## src/hw/rtl/pcbn_pkg.sv

```systemverilog
`timescale 1ns / 1ps
// ----------------------------------------------------------------------------
// pcbn_pkg: shared types and constants of the point cloud box normalizer
// Request and status codes, queue entry format and arithmetic widths used by
// the front, back and divider modules.
// ----------------------------------------------------------------------------
package pcbn_pkg;

  localparam int COORD_W  = 32;
  localparam int AXES     = 3;
  localparam int AXIS_W   = 2;

  // Request codes as they arrive on the input channel.
  localparam logic [1:0] REQ_CLEAR   = 2'd0;
  localparam logic [1:0] REQ_MEASURE = 2'd1;
  localparam logic [1:0] REQ_NORM    = 2'd2;
  localparam logic [1:0] REQ_RSVD    = 2'd3;

  // Result status codes.
  localparam logic [1:0] STAT_OK    = 2'd0;
  localparam logic [1:0] STAT_SAT   = 2'd1;
  localparam logic [1:0] STAT_DEGEN = 2'd2;

  localparam logic signed [COORD_W-1:0] Q_MAX = 32'sh7FFF_FFFF;
  localparam logic signed [COORD_W-1:0] Q_MIN = 32'sh8000_0000;
  localparam logic [31:0] TARGET_SCALE_RST = 32'd655360;

  // Command queue between front and back.
  localparam int QDEPTH = 2;
  localparam int QPTR_W = $clog2(QDEPTH);
  localparam int QCNT_W = $clog2(QDEPTH + 1);

  // Scale factor divider: (target_scale << 16) / extent, one bit per cycle.
  localparam int DIV_W     = 48;
  localparam int DIV_CNT_W = $clog2(DIV_W);

  // Magnitude of 2*coord - (min + max) and the split used by the multiplier.
  localparam int MAG_W  = 34;
  localparam int HALF_W = 17;
  localparam int PP_W   = HALF_W + 32;
  localparam int PROD_W = PP_W + HALF_W;

  typedef enum logic [1:0] {
    OP_CLEAR   = 2'd0,
    OP_MEASURE = 2'd1,
    OP_NORM    = 2'd2
  } op_t;

  typedef struct packed {
    op_t                       op;
    logic signed [COORD_W-1:0] x;
    logic signed [COORD_W-1:0] y;
    logic signed [COORD_W-1:0] z;
  } entry_t;

  typedef struct packed {
    logic empty;
    logic full;
  } qstat_t;

endpackage

```

## src/hw/rtl/point_cloud_box_normalizer.sv

```systemverilog
`timescale 1ns / 1ps
// ----------------------------------------------------------------------------
// point_cloud_box_normalizer: bounding box center and scale normalization
// Measures a point cloud's axis-aligned box, then centers and scales points.
// ----------------------------------------------------------------------------
// Usage. Each input transaction carries a request code and a signed Q16.16
// point. Clear resets the box, measure widens it, and normalize returns the
// point moved to the box middle and scaled so the largest extent maps to
// cfg_target_scale. Only normalize produces an output transaction; reserved
// request codes are taken and dropped.
// Operation. A command queue in front lets the input side keep moving while
// the back end works. The back end runs one command at a time: clear and
// measure are applied as they leave the queue, and a normalize with a known
// scale factor takes each axis through difference, low and high partial
// products on the shared split multiplier and accumulation, then loads the
// output register. The first normalize after a box or register change also
// runs the extent search and, for a nondegenerate box, the bit-serial divider.
// Reset clears the queue, the output register and the scale factor, sets the
// box to empty and the target scale to 10.0. When the receiver stalls, the
// output register holds its transaction, the back end waits with the next
// result, and the queue fills until in_stall rises.
// ----------------------------------------------------------------------------
module point_cloud_box_normalizer
  import pcbn_pkg::*;
(
  input  logic                      clk,
  input  logic                      rst_n,
  input  logic                      cfg_wr_en,
  input  logic [31:0]               cfg_target_scale,
  input  logic                      in_valid,
  output logic                      in_stall,
  input  logic [1:0]                in_req_type,
  input  logic signed [COORD_W-1:0] in_x_coord,
  input  logic signed [COORD_W-1:0] in_y_coord,
  input  logic signed [COORD_W-1:0] in_z_coord,
  output logic                      out_valid,
  input  logic                      out_stall,
  output logic signed [COORD_W-1:0] out_x,
  output logic signed [COORD_W-1:0] out_y,
  output logic signed [COORD_W-1:0] out_z,
  output logic [1:0]                out_status
);

  entry_t q_head;
  qstat_t q_st;
  logic   q_pop;

  // Front end: accepts transactions and queues classified commands.
  pcbn_front u_front (
    .clk         (clk),
    .rst_n       (rst_n),
    .in_valid    (in_valid),
    .in_stall    (in_stall),
    .in_req_type (in_req_type),
    .in_x_coord  (in_x_coord),
    .in_y_coord  (in_y_coord),
    .in_z_coord  (in_z_coord),
    .head        (q_head),
    .q_st        (q_st),
    .q_pop       (q_pop)
  );

  // Back end: box state, scale factor divider, multiplier and output register.
  pcbn_back u_back (
    .clk              (clk),
    .rst_n            (rst_n),
    .cfg_wr_en        (cfg_wr_en),
    .cfg_target_scale (cfg_target_scale),
    .head             (q_head),
    .q_st             (q_st),
    .q_pop            (q_pop),
    .out_valid        (out_valid),
    .out_stall        (out_stall),
    .out_x            (out_x),
    .out_y            (out_y),
    .out_z            (out_z),
    .out_status       (out_status)
  );

  // The back end only takes commands that the queue actually holds.
  a_pop_nonempty: assert property (@(posedge clk) disable iff (!rst_n)
    q_pop |-> !q_st.empty)
    else $error("command taken from an empty queue");

  // A degenerate box always reports a zero point.
  a_degen_zero: assert property (@(posedge clk) disable iff (!rst_n)
    (out_valid && out_status == STAT_DEGEN) |-> (out_x == '0 && out_y == '0 && out_z == '0))
    else $error("degenerate result with nonzero coordinates");

  // Reset empties the output register.
  a_reset_out: assert property (@(posedge clk)
    !rst_n |=> !out_valid)
    else $error("output valid after reset");

endmodule

```

## src/hw/rtl/pcbn_front.sv

```systemverilog
`timescale 1ns / 1ps
// ----------------------------------------------------------------------------
// pcbn_front: input acceptance and command queue
// Takes input transactions, turns the request code into a queue command and
// drops reserved codes. Holds up to QDEPTH commands for the back end.
// ----------------------------------------------------------------------------
module pcbn_front
  import pcbn_pkg::*;
(
  input  logic                      clk,
  input  logic                      rst_n,
  input  logic                      in_valid,
  output logic                      in_stall,
  input  logic [1:0]                in_req_type,
  input  logic signed [COORD_W-1:0] in_x_coord,
  input  logic signed [COORD_W-1:0] in_y_coord,
  input  logic signed [COORD_W-1:0] in_z_coord,
  output entry_t                    head,
  output qstat_t                    q_st,
  input  logic                      q_pop
);

  entry_t              mem [QDEPTH];
  logic [QPTR_W-1:0]   wr_ptr_r, wr_ptr_nxt;
  logic [QPTR_W-1:0]   rd_ptr_r, rd_ptr_nxt;
  logic [QCNT_W-1:0]   count_r, count_nxt;
  logic                push;
  logic                do_pop;
  entry_t              new_entry;

  assign q_st.empty = (count_r == '0);
  assign q_st.full  = (count_r == QCNT_W'(QDEPTH));
  assign in_stall   = q_st.full;

  // Reserved request codes are taken but never queued.
  assign push   = in_valid && !q_st.full && (in_req_type != REQ_RSVD);
  assign do_pop = q_pop && !q_st.empty;

  always_comb begin
    new_entry.x = in_x_coord;
    new_entry.y = in_y_coord;
    new_entry.z = in_z_coord;
    case (in_req_type)
      REQ_CLEAR:   new_entry.op = OP_CLEAR;
      REQ_MEASURE: new_entry.op = OP_MEASURE;
      REQ_NORM:    new_entry.op = OP_NORM;
      default:     new_entry.op = OP_CLEAR;
    endcase
  end

  always_comb begin
    wr_ptr_nxt = wr_ptr_r;
    rd_ptr_nxt = rd_ptr_r;
    count_nxt  = count_r;
    if (push) begin
      wr_ptr_nxt = (wr_ptr_r == QPTR_W'(QDEPTH - 1)) ? '0 : wr_ptr_r + 1'b1;
    end
    if (do_pop) begin
      rd_ptr_nxt = (rd_ptr_r == QPTR_W'(QDEPTH - 1)) ? '0 : rd_ptr_r + 1'b1;
    end
    if (push && !do_pop) begin
      count_nxt = count_r + 1'b1;
    end else if (do_pop && !push) begin
      count_nxt = count_r - 1'b1;
    end
  end

  always_ff @(posedge clk) begin
    if (!rst_n) begin
      wr_ptr_r <= '0;
      rd_ptr_r <= '0;
      count_r  <= '0;
    end else begin
      wr_ptr_r <= wr_ptr_nxt;
      rd_ptr_r <= rd_ptr_nxt;
      count_r  <= count_nxt;
    end
  end

  always_ff @(posedge clk) begin
    if (push) begin
      mem[wr_ptr_r] <= new_entry;
    end
  end

  assign head = mem[rd_ptr_r];

endmodule

```

## src/hw/rtl/pcbn_div.sv

```systemverilog
`timescale 1ns / 1ps
// ----------------------------------------------------------------------------
// pcbn_div: radix-2 restoring divider
// Unsigned DIV_W-bit dividend by 32-bit divisor, one quotient bit per cycle.
// done pulses for one cycle when the quotient is valid.
// ----------------------------------------------------------------------------
module pcbn_div
  import pcbn_pkg::*;
(
  input  logic             clk,
  input  logic             rst_n,
  input  logic             start,
  input  logic [DIV_W-1:0] dividend,
  input  logic [31:0]      divisor,
  output logic             done,
  output logic [DIV_W-1:0] quotient
);

  logic                 busy_r, busy_nxt;
  logic                 done_r, done_nxt;
  logic [DIV_CNT_W-1:0] cnt_r, cnt_nxt;
  logic [31:0]          rem_r, rem_nxt;
  logic [DIV_W-1:0]     quo_r, quo_nxt;
  logic [31:0]          dvs_r, dvs_nxt;
  logic [32:0]          shifted;
  logic [32:0]          trial;

  assign shifted = {rem_r, quo_r[DIV_W-1]};
  assign trial   = shifted - {1'b0, dvs_r};

  always_comb begin
    busy_nxt = busy_r;
    done_nxt = 1'b0;
    cnt_nxt  = cnt_r;
    rem_nxt  = rem_r;
    quo_nxt  = quo_r;
    dvs_nxt  = dvs_r;
    if (start) begin
      busy_nxt = 1'b1;
      cnt_nxt  = '0;
      rem_nxt  = '0;
      quo_nxt  = dividend;
      dvs_nxt  = divisor;
    end else if (busy_r) begin
      // The partial remainder stays below the divisor, so 32 bits hold it.
      if (shifted >= {1'b0, dvs_r}) begin
        rem_nxt = trial[31:0];
        quo_nxt = {quo_r[DIV_W-2:0], 1'b1};
      end else begin
        rem_nxt = shifted[31:0];
        quo_nxt = {quo_r[DIV_W-2:0], 1'b0};
      end
      cnt_nxt = cnt_r + 1'b1;
      if (cnt_r == DIV_CNT_W'(DIV_W - 1)) begin
        busy_nxt = 1'b0;
        done_nxt = 1'b1;
      end
    end
  end

  always_ff @(posedge clk) begin
    if (!rst_n) begin
      busy_r <= 1'b0;
      done_r <= 1'b0;
      cnt_r  <= '0;
    end else begin
      busy_r <= busy_nxt;
      done_r <= done_nxt;
      cnt_r  <= cnt_nxt;
    end
  end

  always_ff @(posedge clk) begin
    rem_r <= rem_nxt;
    quo_r <= quo_nxt;
    dvs_r <= dvs_nxt;
  end

  assign done     = done_r;
  assign quotient = quo_r;

endmodule

```

## src/hw/rtl/pcbn_back.sv

```systemverilog
`timescale 1ns / 1ps
// ----------------------------------------------------------------------------
// pcbn_back: command execution for the box normalizer
// Owns the bounding box, scale factor and target scale register. Runs one
// queued command at a time and drives the registered result channel.
// ----------------------------------------------------------------------------
module pcbn_back
  import pcbn_pkg::*;
(
  input  logic                      clk,
  input  logic                      rst_n,
  input  logic                      cfg_wr_en,
  input  logic [31:0]               cfg_target_scale,
  input  entry_t                    head,
  input  qstat_t                    q_st,
  output logic                      q_pop,
  output logic                      out_valid,
  input  logic                      out_stall,
  output logic signed [COORD_W-1:0] out_x,
  output logic signed [COORD_W-1:0] out_y,
  output logic signed [COORD_W-1:0] out_z,
  output logic [1:0]                out_status
);

  typedef enum logic [8:0] {
    ST_IDLE = 9'b000000001,
    ST_EXT  = 9'b000000010,
    ST_BIG  = 9'b000000100,
    ST_DIV  = 9'b000001000,
    ST_DIFF = 9'b000010000,
    ST_MLO  = 9'b000100000,
    ST_MHI  = 9'b001000000,
    ST_ACC  = 9'b010000000,
    ST_OUT  = 9'b100000000
  } bstate_t;

  bstate_t                   state_r, state_nxt;
  logic [31:0]               tscale_r, tscale_nxt;
  logic signed [COORD_W-1:0] box_min_r [AXES];
  logic signed [COORD_W-1:0] box_min_nxt [AXES];
  logic signed [COORD_W-1:0] box_max_r [AXES];
  logic signed [COORD_W-1:0] box_max_nxt [AXES];
  logic [31:0]               sf_r, sf_nxt;
  logic                      ready_r, ready_nxt;
  logic signed [COORD_W-1:0] cur_r [AXES];
  logic signed [COORD_W-1:0] cur_nxt [AXES];
  logic signed [COORD_W:0]   ext_r [AXES];
  logic signed [COORD_W:0]   ext_nxt [AXES];
  logic [AXIS_W-1:0]         axis_r, axis_nxt;
  logic                      neg_r, neg_nxt;
  logic [MAG_W-1:0]          mag_r, mag_nxt;
  logic [PP_W-1:0]           plo_r, plo_nxt;
  logic [PP_W-1:0]           phi_r, phi_nxt;
  logic [COORD_W-1:0]        res_r [AXES];
  logic [COORD_W-1:0]        res_nxt [AXES];
  logic                      sat_any_r, sat_any_nxt;
  logic [1:0]                stat_r, stat_nxt;
  logic                      ov_r, ov_nxt;
  logic [COORD_W-1:0]        ox_r, ox_nxt;
  logic [COORD_W-1:0]        oy_r, oy_nxt;
  logic [COORD_W-1:0]        oz_r, oz_nxt;
  logic [1:0]                ost_r, ost_nxt;

  logic signed [COORD_W-1:0] hc [AXES];
  logic signed [COORD_W:0]   big;
  logic signed [COORD_W+2:0] diff;
  logic signed [COORD_W+2:0] diff_neg;
  logic [PROD_W-1:0]         prod;
  logic                      prod_sat;
  logic [COORD_W-1:0]        up_mag;
  logic [COORD_W-1:0]        ax_val;
  logic                      div_start;
  logic                      div_done;
  logic [DIV_W-1:0]          div_q;

  assign hc[0] = head.x;
  assign hc[1] = head.y;
  assign hc[2] = head.z;

  // Largest extent over the three axes.
  always_comb begin
    big = ext_r[0];
    if (ext_r[1] > big) begin
      big = ext_r[1];
    end
    if (ext_r[2] > big) begin
      big = ext_r[2];
    end
  end

  // Twice the distance from the box middle, kept exact.
  assign diff = ($signed({{2{cur_r[axis_r][COORD_W-1]}}, cur_r[axis_r], 1'b0}))
              - ($signed({{3{box_min_r[axis_r][COORD_W-1]}}, box_min_r[axis_r]}))
              - ($signed({{3{box_max_r[axis_r][COORD_W-1]}}, box_max_r[axis_r]}));
  assign diff_neg = -diff;

  // Full product |d| * factor; anything at or above 2^48 clamps.
  assign prod     = {phi_r, {HALF_W{1'b0}}} + {{HALF_W{1'b0}}, plo_r};
  assign prod_sat = |prod[PROD_W-1:48];
  // Rounded toward minus infinity: ceil of the magnitude for negative values.
  assign up_mag   = {1'b0, prod[47:HALF_W]} + {31'd0, (|prod[HALF_W-1:0])};

  always_comb begin
    if (prod_sat) begin
      ax_val = neg_r ? Q_MIN : Q_MAX;
    end else if (neg_r) begin
      ax_val = ~up_mag + 1'b1;
    end else begin
      ax_val = {1'b0, prod[47:HALF_W]};
    end
  end

  pcbn_div u_div (
    .clk      (clk),
    .rst_n    (rst_n),
    .start    (div_start),
    .dividend ({tscale_r, 16'd0}),
    .divisor  (big[31:0]),
    .done     (div_done),
    .quotient (div_q)
  );

  always_comb begin
    state_nxt   = state_r;
    tscale_nxt  = tscale_r;
    sf_nxt      = sf_r;
    ready_nxt   = ready_r;
    axis_nxt    = axis_r;
    neg_nxt     = neg_r;
    mag_nxt     = mag_r;
    plo_nxt     = plo_r;
    phi_nxt     = phi_r;
    sat_any_nxt = sat_any_r;
    stat_nxt    = stat_r;
    ov_nxt      = ov_r && out_stall;
    ox_nxt      = ox_r;
    oy_nxt      = oy_r;
    oz_nxt      = oz_r;
    ost_nxt     = ost_r;
    q_pop       = 1'b0;
    div_start   = 1'b0;
    for (int i = 0; i < AXES; i++) begin
      box_min_nxt[i] = box_min_r[i];
      box_max_nxt[i] = box_max_r[i];
      cur_nxt[i]     = cur_r[i];
      ext_nxt[i]     = ext_r[i];
      res_nxt[i]     = res_r[i];
    end

    case (state_r)
      ST_IDLE: begin
        if (!q_st.empty) begin
          q_pop = 1'b1;
          case (head.op)
            OP_CLEAR: begin
              for (int i = 0; i < AXES; i++) begin
                box_min_nxt[i] = Q_MAX;
                box_max_nxt[i] = Q_MIN;
              end
              ready_nxt = 1'b0;
            end
            OP_MEASURE: begin
              for (int i = 0; i < AXES; i++) begin
                if (hc[i] < box_min_r[i]) begin
                  box_min_nxt[i] = hc[i];
                end
                if (hc[i] > box_max_r[i]) begin
                  box_max_nxt[i] = hc[i];
                end
              end
              ready_nxt = 1'b0;
            end
            OP_NORM: begin
              for (int i = 0; i < AXES; i++) begin
                cur_nxt[i] = hc[i];
              end
              sat_any_nxt = 1'b0;
              axis_nxt    = '0;
              state_nxt   = ready_r ? ST_DIFF : ST_EXT;
            end
            default: begin
            end
          endcase
        end
      end
      ST_EXT: begin
        for (int i = 0; i < AXES; i++) begin
          ext_nxt[i] = $signed({box_max_r[i][COORD_W-1], box_max_r[i]})
                     - $signed({box_min_r[i][COORD_W-1], box_min_r[i]});
        end
        state_nxt = ST_BIG;
      end
      ST_BIG: begin
        if (big <= 0) begin
          // Empty or flat box: no factor, result is zero with its own status.
          for (int i = 0; i < AXES; i++) begin
            res_nxt[i] = '0;
          end
          stat_nxt  = STAT_DEGEN;
          state_nxt = ST_OUT;
        end else begin
          div_start = 1'b1;
          state_nxt = ST_DIV;
        end
      end
      ST_DIV: begin
        if (div_done) begin
          sf_nxt    = (|div_q[DIV_W-1:32]) ? 32'hFFFF_FFFF : div_q[31:0];
          ready_nxt = 1'b1;
          state_nxt = ST_DIFF;
        end
      end
      ST_DIFF: begin
        neg_nxt   = diff[COORD_W+2];
        mag_nxt   = diff[COORD_W+2] ? diff_neg[MAG_W-1:0] : diff[MAG_W-1:0];
        state_nxt = ST_MLO;
      end
      ST_MLO: begin
        plo_nxt   = {32'd0, mag_r[HALF_W-1:0]} * {{HALF_W{1'b0}}, sf_r};
        state_nxt = ST_MHI;
      end
      ST_MHI: begin
        phi_nxt   = {32'd0, mag_r[MAG_W-1:HALF_W]} * {{HALF_W{1'b0}}, sf_r};
        state_nxt = ST_ACC;
      end
      ST_ACC: begin
        res_nxt[axis_r] = ax_val;
        sat_any_nxt     = sat_any_r || prod_sat;
        if (axis_r == AXIS_W'(AXES - 1)) begin
          stat_nxt  = (sat_any_r || prod_sat) ? STAT_SAT : STAT_OK;
          state_nxt = ST_OUT;
        end else begin
          axis_nxt  = axis_r + 1'b1;
          state_nxt = ST_DIFF;
        end
      end
      ST_OUT: begin
        if (!ov_r || !out_stall) begin
          ov_nxt    = 1'b1;
          ox_nxt    = res_r[0];
          oy_nxt    = res_r[1];
          oz_nxt    = res_r[2];
          ost_nxt   = stat_r;
          state_nxt = ST_IDLE;
        end
      end
      default: begin
        state_nxt = ST_IDLE;
      end
    endcase

    if (cfg_wr_en) begin
      tscale_nxt = cfg_target_scale;
      ready_nxt  = 1'b0;
    end
  end

  always_ff @(posedge clk) begin
    if (!rst_n) begin
      state_r  <= ST_IDLE;
      tscale_r <= TARGET_SCALE_RST;
      sf_r     <= '0;
      ready_r  <= 1'b0;
      ov_r     <= 1'b0;
      for (int i = 0; i < AXES; i++) begin
        box_min_r[i] <= Q_MAX;
        box_max_r[i] <= Q_MIN;
      end
    end else begin
      state_r  <= state_nxt;
      tscale_r <= tscale_nxt;
      sf_r     <= sf_nxt;
      ready_r  <= ready_nxt;
      ov_r     <= ov_nxt;
      for (int i = 0; i < AXES; i++) begin
        box_min_r[i] <= box_min_nxt[i];
        box_max_r[i] <= box_max_nxt[i];
      end
    end
  end

  always_ff @(posedge clk) begin
    axis_r    <= axis_nxt;
    neg_r     <= neg_nxt;
    mag_r     <= mag_nxt;
    plo_r     <= plo_nxt;
    phi_r     <= phi_nxt;
    sat_any_r <= sat_any_nxt;
    stat_r    <= stat_nxt;
    ox_r      <= ox_nxt;
    oy_r      <= oy_nxt;
    oz_r      <= oz_nxt;
    ost_r     <= ost_nxt;
    for (int i = 0; i < AXES; i++) begin
      cur_r[i] <= cur_nxt[i];
      ext_r[i] <= ext_nxt[i];
      res_r[i] <= res_nxt[i];
    end
  end

  assign out_valid  = ov_r;
  assign out_x      = ox_r;
  assign out_y      = oy_r;
  assign out_z      = oz_r;
  assign out_status = ost_r;

endmodule

```

## config.mk

```make
export PLATFORM = sky130hd
export DESIGN_NAME = point_cloud_box_normalizer
export DESIGN_NICKNAME = d
export VERILOG_FILES = /design/src/hw/rtl/pcbn_pkg.sv /design/src/hw/rtl/point_cloud_box_normalizer.sv /design/src/hw/rtl/pcbn_front.sv /design/src/hw/rtl/pcbn_div.sv /design/src/hw/rtl/pcbn_back.sv
export SDC_FILE = /design/constraint.sdc
export NUM_CORES = 2
export LEC_CHECK = 0
export BUFFER_PORTS_ARGS = -buffer_cell sky130_fd_sc_hd__buf_4
export CAP_MARGIN = 20
export CORE_MARGIN = 2
export CORE_UTILIZATION = 40
export DETAILED_ROUTE_END_ITERATION = 6
export GPL_TIMING_DRIVEN = 1
export HOLD_SLACK_MARGIN = 0.08
export PLACE_DENSITY_LB_ADDON = 0.1
export SLEW_MARGIN = 20
export SYNTH_ARGS = -nofsm -noshare
export SYNTH_HDL_FRONTEND = slang
export SYNTH_SLANG_ARGS = --single-unit
```

## constraint.sdc

```tcl
create_clock -name clk -period 11.8 [get_ports clk]
set_clock_uncertainty 0.05 [all_clocks]
set_input_delay 1.18 -clock clk [delete_from_list [all_inputs] [get_ports clk]]
set_output_delay 1.18 -clock clk [all_outputs]
set_load 0.01 [all_outputs]
```

## Word level (Yosys, flattened, before mapping)

Memory sizes are Yosys's and may differ from the RTL's. A register that Yosys moved wholly into a read port is not among the register bits.
Cells that the tools add are included.

| storage, ports and cells | value |
|---|---|
| flip-flop bits (word level) | 435 |
| bits in latches | 0 |
| RAM bits | 679 |
| memory bits (read-only) | 0 |
| input bits | 135 |
| output and inout bits | 100 |
| logic and storage cells | 222 |
| memories | 6 |

Memories:

| name | words | width | read ports | clocked after Yosys merged registers in | wr ports | RTL line | text |
|---|---|---|---|---|---|---|---|
| u_front.mem | 2 | 98 | 1 | 1 | 1 | pcbn_front.sv:23 | `entry_t mem [QDEPTH];` |
| u_back.ext_r | 3 | 33 | 3 | 0 | 3 | pcbn_back.sv:47 | `logic signed [COORD_W:0] ext_r [AXES];` |
| u_back.box_max_r | 3 | 32 | 4 | 1 | 3 | pcbn_back.sv:41 | `logic signed [COORD_W-1:0] box_max_r [AXES];` |
| u_back.box_min_r | 3 | 32 | 4 | 1 | 3 | pcbn_back.sv:39 | `logic signed [COORD_W-1:0] box_min_r [AXES];` |
| u_back.cur_r | 3 | 32 | 1 | 1 | 3 | pcbn_back.sv:45 | `logic signed [COORD_W-1:0] cur_r [AXES];` |
| u_back.res_r | 3 | 32 | 3 | 0 | 3 | pcbn_back.sv:54 | `logic [COORD_W-1:0] res_r [AXES];` |

| operators by class | value |
|---|---|
| add/subtract/negate cells | 16 |
| multipliers | 2 |
| div/mod/pow operators | 0 |
| $lt $le $gt $ge | 12 |
| eq/ne operators | 28 |
| shift-type cells | 0 |
| mux-type cells | 85 |
| bitwise logic cells | 10 |
| reductions and logical operators | 37 |

Operator list:

| operator | count |
|---|---|
| 96-bit 2-to-1 mux | 8 |
| 32-bit 2-to-1 mux | 18 |
| 96-bit one-hot mux with 2 select lines | 3 |
| 99-bit 2-to-1 mux | 1 |
| 32-bit by 32-bit subtractor with 33-bit output | 3 |
| 17-bit by 32-bit multiplier with 49-bit output | 2 |
| 96-bit bitwise mux | 1 |
| 32-bit > comparator | 3 |
| 32-bit < comparator | 3 |
| 48-bit 2-to-1 mux | 2 |
| 9-bit one-hot mux with 9 select lines | 1 |
| 66-bit by 49-bit adder with 66-bit output | 1 |
| 33-bit > comparator | 2 |
| 33-bit 2-to-1 mux | 2 |
| 32-bit demux with 2-bit select | 1 |
| 9-bit 2-to-1 mux | 6 |
| 34-bit by 32-bit subtractor with 35-bit output | 1 |
| 34-bit 2-to-1 mux | 1 |
| 34-bit negator | 1 |
| 33-bit by 32-bit subtractor with 34-bit output | 1 |
| 33-bit by 32-bit greater-or-equal comparator with 1-bit output | 1 |
| 33-bit by 1-bit less-or-equal comparator with 1-bit output (second input constant) | 1 |
| 31-bit by 1-bit adder with 32-bit output | 1 |
| 32-bit by 1-bit adder with 32-bit output (second input constant) | 1 |
| 45 further kinds | 125 |

## Longest topological paths before layout

| logic depth | value |
|---|---|
| depth after elaboration | 9 |
| depth in mapped cells | 31 |

## Cells and area by module

From an unflattened synthesis, not the netlist that was laid out.

| second synthesis, totals | value |
|---|---|
| cells, all modules | 9989 |
| area, all modules | 96978.0 sq um |

By module, submodules not included:

| module | times used | cells each | area an instance (sq um) | sequential area each (sq um) |
|---|---|---|---|---|
| pcbn_back | 1 | 9031 | 82781.9 | 21210.3 |
| pcbn_front | 1 | 333 | 7414.6 | 5985.7 |
| pcbn_div | 1 | 625 | 6781.5 | 3203.1 |

## Least setup slack after synthesis

Ideal clock, no wire load.

| path | value |
|---|---|
| path kind | register to register |
| from | memory u_back.ext_r[0][65] (netlist name) |
| to | memory u_back.res_r[0][0], enable pin |
| arrival | 11517 ps |
| slack | -350 ps |
| stages on the path, launching flop included | 31 |
| buffers on the path | 7 |
| clock period less this slack | 12150 ps |
| cell sequence | edfxtp_1 -> ha_1 -> nand4_1 -> nor4_1 -> nand3_1 -> o221ai_1 -> a21o_1 -> a211oi_1 -> nand3_1 -> clkbuf_1 -> clkbuf_1 -> clkbuf_1 -> a21oi_1 -> ha_1 -> a21o_1 -> a21o_1 -> a21o_1 -> a21oi_1 -> o21a_1 -> o21ai_0 -> a221o_1 -> o21ai_1 -> clkbuf_1 -> mux2i_1 -> nor4_1 -> nand4_1 -> o21ba_1 -> clkbuf_1 -> buf_2 -> clkbuf_1 -> a21oi_1 |

RTL lines:

| element | RTL line |
|---|---|
| start, declared | pcbn_back.sv:47 |
| end, declared | pcbn_back.sv:54 |

==> metrics.cfg <==
[outcome]
status=finished with violations
violations=DRC

[setup_path]
worstPathRequired_ns=12.20
cp_max_fo=96
arrival_ns=9.69
rrSetupSlack_ns=2.51
worst_setup_path_end_kind=flip-flop
path_class=flip-flop to flip-flop
r2r-start=u_back.ext_r[0][65]
cp-start-kind=flip-flop
r2r_end=u_back.res_r[0][10]
ff2ff_path_depth=25

[final_layout]
fin_util=0.444
multiInputGateArea_mm2=0.0587
ff_latch_area_mm2=0.0303
drive_above_1_share=0.0700
nets=11700
area_growth_pct=10.4
nFillCells=23000

[floorplanning]
die_area_mm2=0.243
ios=235
initial_core_util=0.402
row_count=179
die_w_um=493
dieHeight_um=493
core_mm2=0.238

[timing]
finalCritPeriodShare=0.787
whs_ns=0.397
setup_ws_ns=2.51
period_needed_ns=9.29
fmax_mhz=108
finalSetupTns_ns=0
max_slew_margin=0.185
finalHoldViolCount=0
final-setup-viol-count=0
grt_setup_unrepaired=no
final-max-slew-violation-count=0
worstMarginPinSlew_ns=1.19

[logic_synthesis]
synth_area_mm2=0.0957
yosys-top-cells-count=1367 x inv_1, 1124 x nand2_1, 935 x fa_1
synth_simple_gate_area_frac=0.147
muxShareOfSynthArea=0.0413
ys_ff_latch=1117
yosysTopAreaCell=edfxtp_1
ys_seq_area_frac=0.316
synth_edf_count=787
synth_area_leaders=edfxtp_1 25%, fa_1 20%, ha_1 9.2%, dfxtp_1 6.9%, inv_1 5.4%
ys.flop_type=edfxtp_1
synth_cells=9853
synth.most_common_cell=inv_1
synth_compound_area_frac=0.107
synth-xor-area-share=0.0279
avgSynthCellArea_um2=9.72
synth_fa_ha_area_frac=0.288
ys_async_sr_fraction=0
yosysTopAreaCellShare=0.247
synth_top_family_by_area=adder cells
yosysWarnings=0
syn-num-nets=11600
synth.distinct_cells=101

[grt]
grt-ovfl-total=0
grt_pass1_vias=73000
antenna_found_initial=7
busiest_layer=met2
use_met1=0.321
grt_use_total=0.254
grt_max_degree=116
grt_pass1_wl_mm=467
use_met3=0.0294
grt_use_met2=0.439

[detailed_routing]
detail-route-antenna-nets=0
wire_per_inst_um=23.6
viasPerCell=5.39
vias=71000
totalWireLength_mm=310
drcViolationCount=24
first_iter_violations=5012
drtPass1Iterations=7

[cts]
clk_latency_ns=0.84
h-tree-depth=4
path_clk_slew_ns=0.06
clockBufferDepth=3
hold_buffers=0
cts_resized=0
cts_root_buf=clkbuf_16
numCtsBuffers=137
cts.sinks=1117
cts_tree=yes
post_cts_buffers=0

[worst_hold_path]
hold_depth=0
min_to=u_back.out_z[6]
holdCritPathClass=flip-flop to flip-flop
timing.hold.worst.start=u_back.res_r[0][70]

[power_and_ir_drop]
power.density_mw_per_mm2=129
vdd_drop_max_v=0.000206
p_leak_nw=45.4

[placement]
dp_slack_ns=2.57
hpwl_mm=239
gp_congestion=0.920
io_buffers=234

[run]
cap_violations=0

## kinds of logic after synthesis
logic type,count (synthesis)
xor gates and xnor gates,305
and+or+nand+nor,2967
muxes,394
adders and majority gates,1640
AOI/OAI and AO/OA,1578
DFF,1117
buffers and inverters,1852
## registers in the layout (all words and copies together) (netlist names), 6 cells and up, named ones only
name,count
u_front.mem,196
u_back.ext_r,99
u_back.box_max_r,96
u_back.box_min_r,96
u_back.cur_r,96
u_back.res_r,96
u_back.phi_r,49
u_back.plo_r,49
u_back.u_div.quotient,48
u_back.mag_r,34
u_back.out_x,32
u_back.out_y,32
u_back.out_z,32
u_back.sf_r,32
u_back.tscale_r,32
u_back.u_div.dvs_r,32
u_back.u_div.rem_r,32
u_back.state_r,9
u_back.u_div.cnt_r,6
## cell type report
cell class,count,share of cell area
diodes,6,0.000142
clock buffers,178,0.0347
clock inverters,74,0.00970
inverters,1368,0.0487
multi-input cells,6884,0.556
flip-flops and latches,1117,0.286
well taps,3167,0.0375
repair buffers,379,0.0274
## cells in the final DEF (no fill, tap or decap), types with 67 or more instances in the layout
cell	n
nor3_1	67
nor4_1	70
nand3_1	110
dfxtp_1	326
nor2_1	641
a21o_1	164
mux2i_1	386
clkbuf_16	137
nand4_1	100
ha_1	702
xnor2_1	216
and2_1	293
o21ai_0	348
edfxtp_1	787
and3_1	110
nor2b_1	189
o21a_1	108
inv_1	1363
xor2_1	89
a211oi_1	153
a21oi_1	424
fa_1	935
nand2_1	1122
nand2b_1	116
buf_4	373
## how the worst max path moves through the flow
| stage | slack (ns) | endpoint | cells after the start | startpoint |
|---|---|---|---|---|
| 4_1_cts | 2.51 | u_back.res_r[0][39] | 25 | u_back.ext_r[0][65] |
| 3_3_place_gp | 2.53 | u_back.res_r[0][83] | 26 | u_back.ext_r[0][32] |
| 3_5_place_dp | 2.57 | u_back.res_r[0][83] | 25 | u_back.ext_r[0][65] |
| 5_1_grt | 1.67 | u_back.u_div.quotient[25] | 26 | u_back.ext_r[0][65] |
| 6_report | 2.51 | u_back.res_r[0][10] | 25 | u_back.ext_r[0][65] |
| 2_1_floorplan | 1.81 | u_back.res_r[0][0] | 30 | u_back.ext_r[0][65] |
## per-stage QoR
step	power, mW	cell area [um2]	std cells
floorplan	7.61	95700	9853
global placement	9.29	101000	12900
detailed placement	9.32	101000	12900
CTS	13.8	106000	13200
global route	14.3	106000	13200
finish	13.6	106000	13200
## routing by layer
layer / part of all wire / vias up / wire [um]
li1: - / 33000 / -
met4: 0.047 / 4 / 14400
met3: 0.041 / 458 / 12700
met5: 0.000087 / - / 27
met2: 0.49 / 1677 / 153000
met1: 0.42 / 35900 / 130000
## critical path, cell delays in order (launching register included)
cell and delay, ns:
edfxtp_1 0.38, ha_1 0.41, nand4_1 0.17, nor4_1 0.70
nand3_1 0.20, o221ai_1 0.29, a211oi_1 0.09, a211oi_1 0.23
nand3_2 0.53, buf_4 0.47, mux2i_1 0.52, ha_1 0.35
nand3_1 0.08, nor4_1 0.10, a221oi_1 0.23, o21ai_0 0.21
a221o_1 0.42, o21ai_4 0.67, buf_4 0.42, mux2_2 0.39
nor4_1 0.25, nand4_1 0.25, o21ba_4 0.39, buf_4 0.33
a21oi_4 0.19, buf_12 0.44
## power breakdown
group	internal (mW)	switching, mW
combinational	1.56	2.93
sequential	4.58	0.171
clock	2.51	1.89
total	8.64	4.99
No activity file was read; power rests on OpenSTA's default activity.
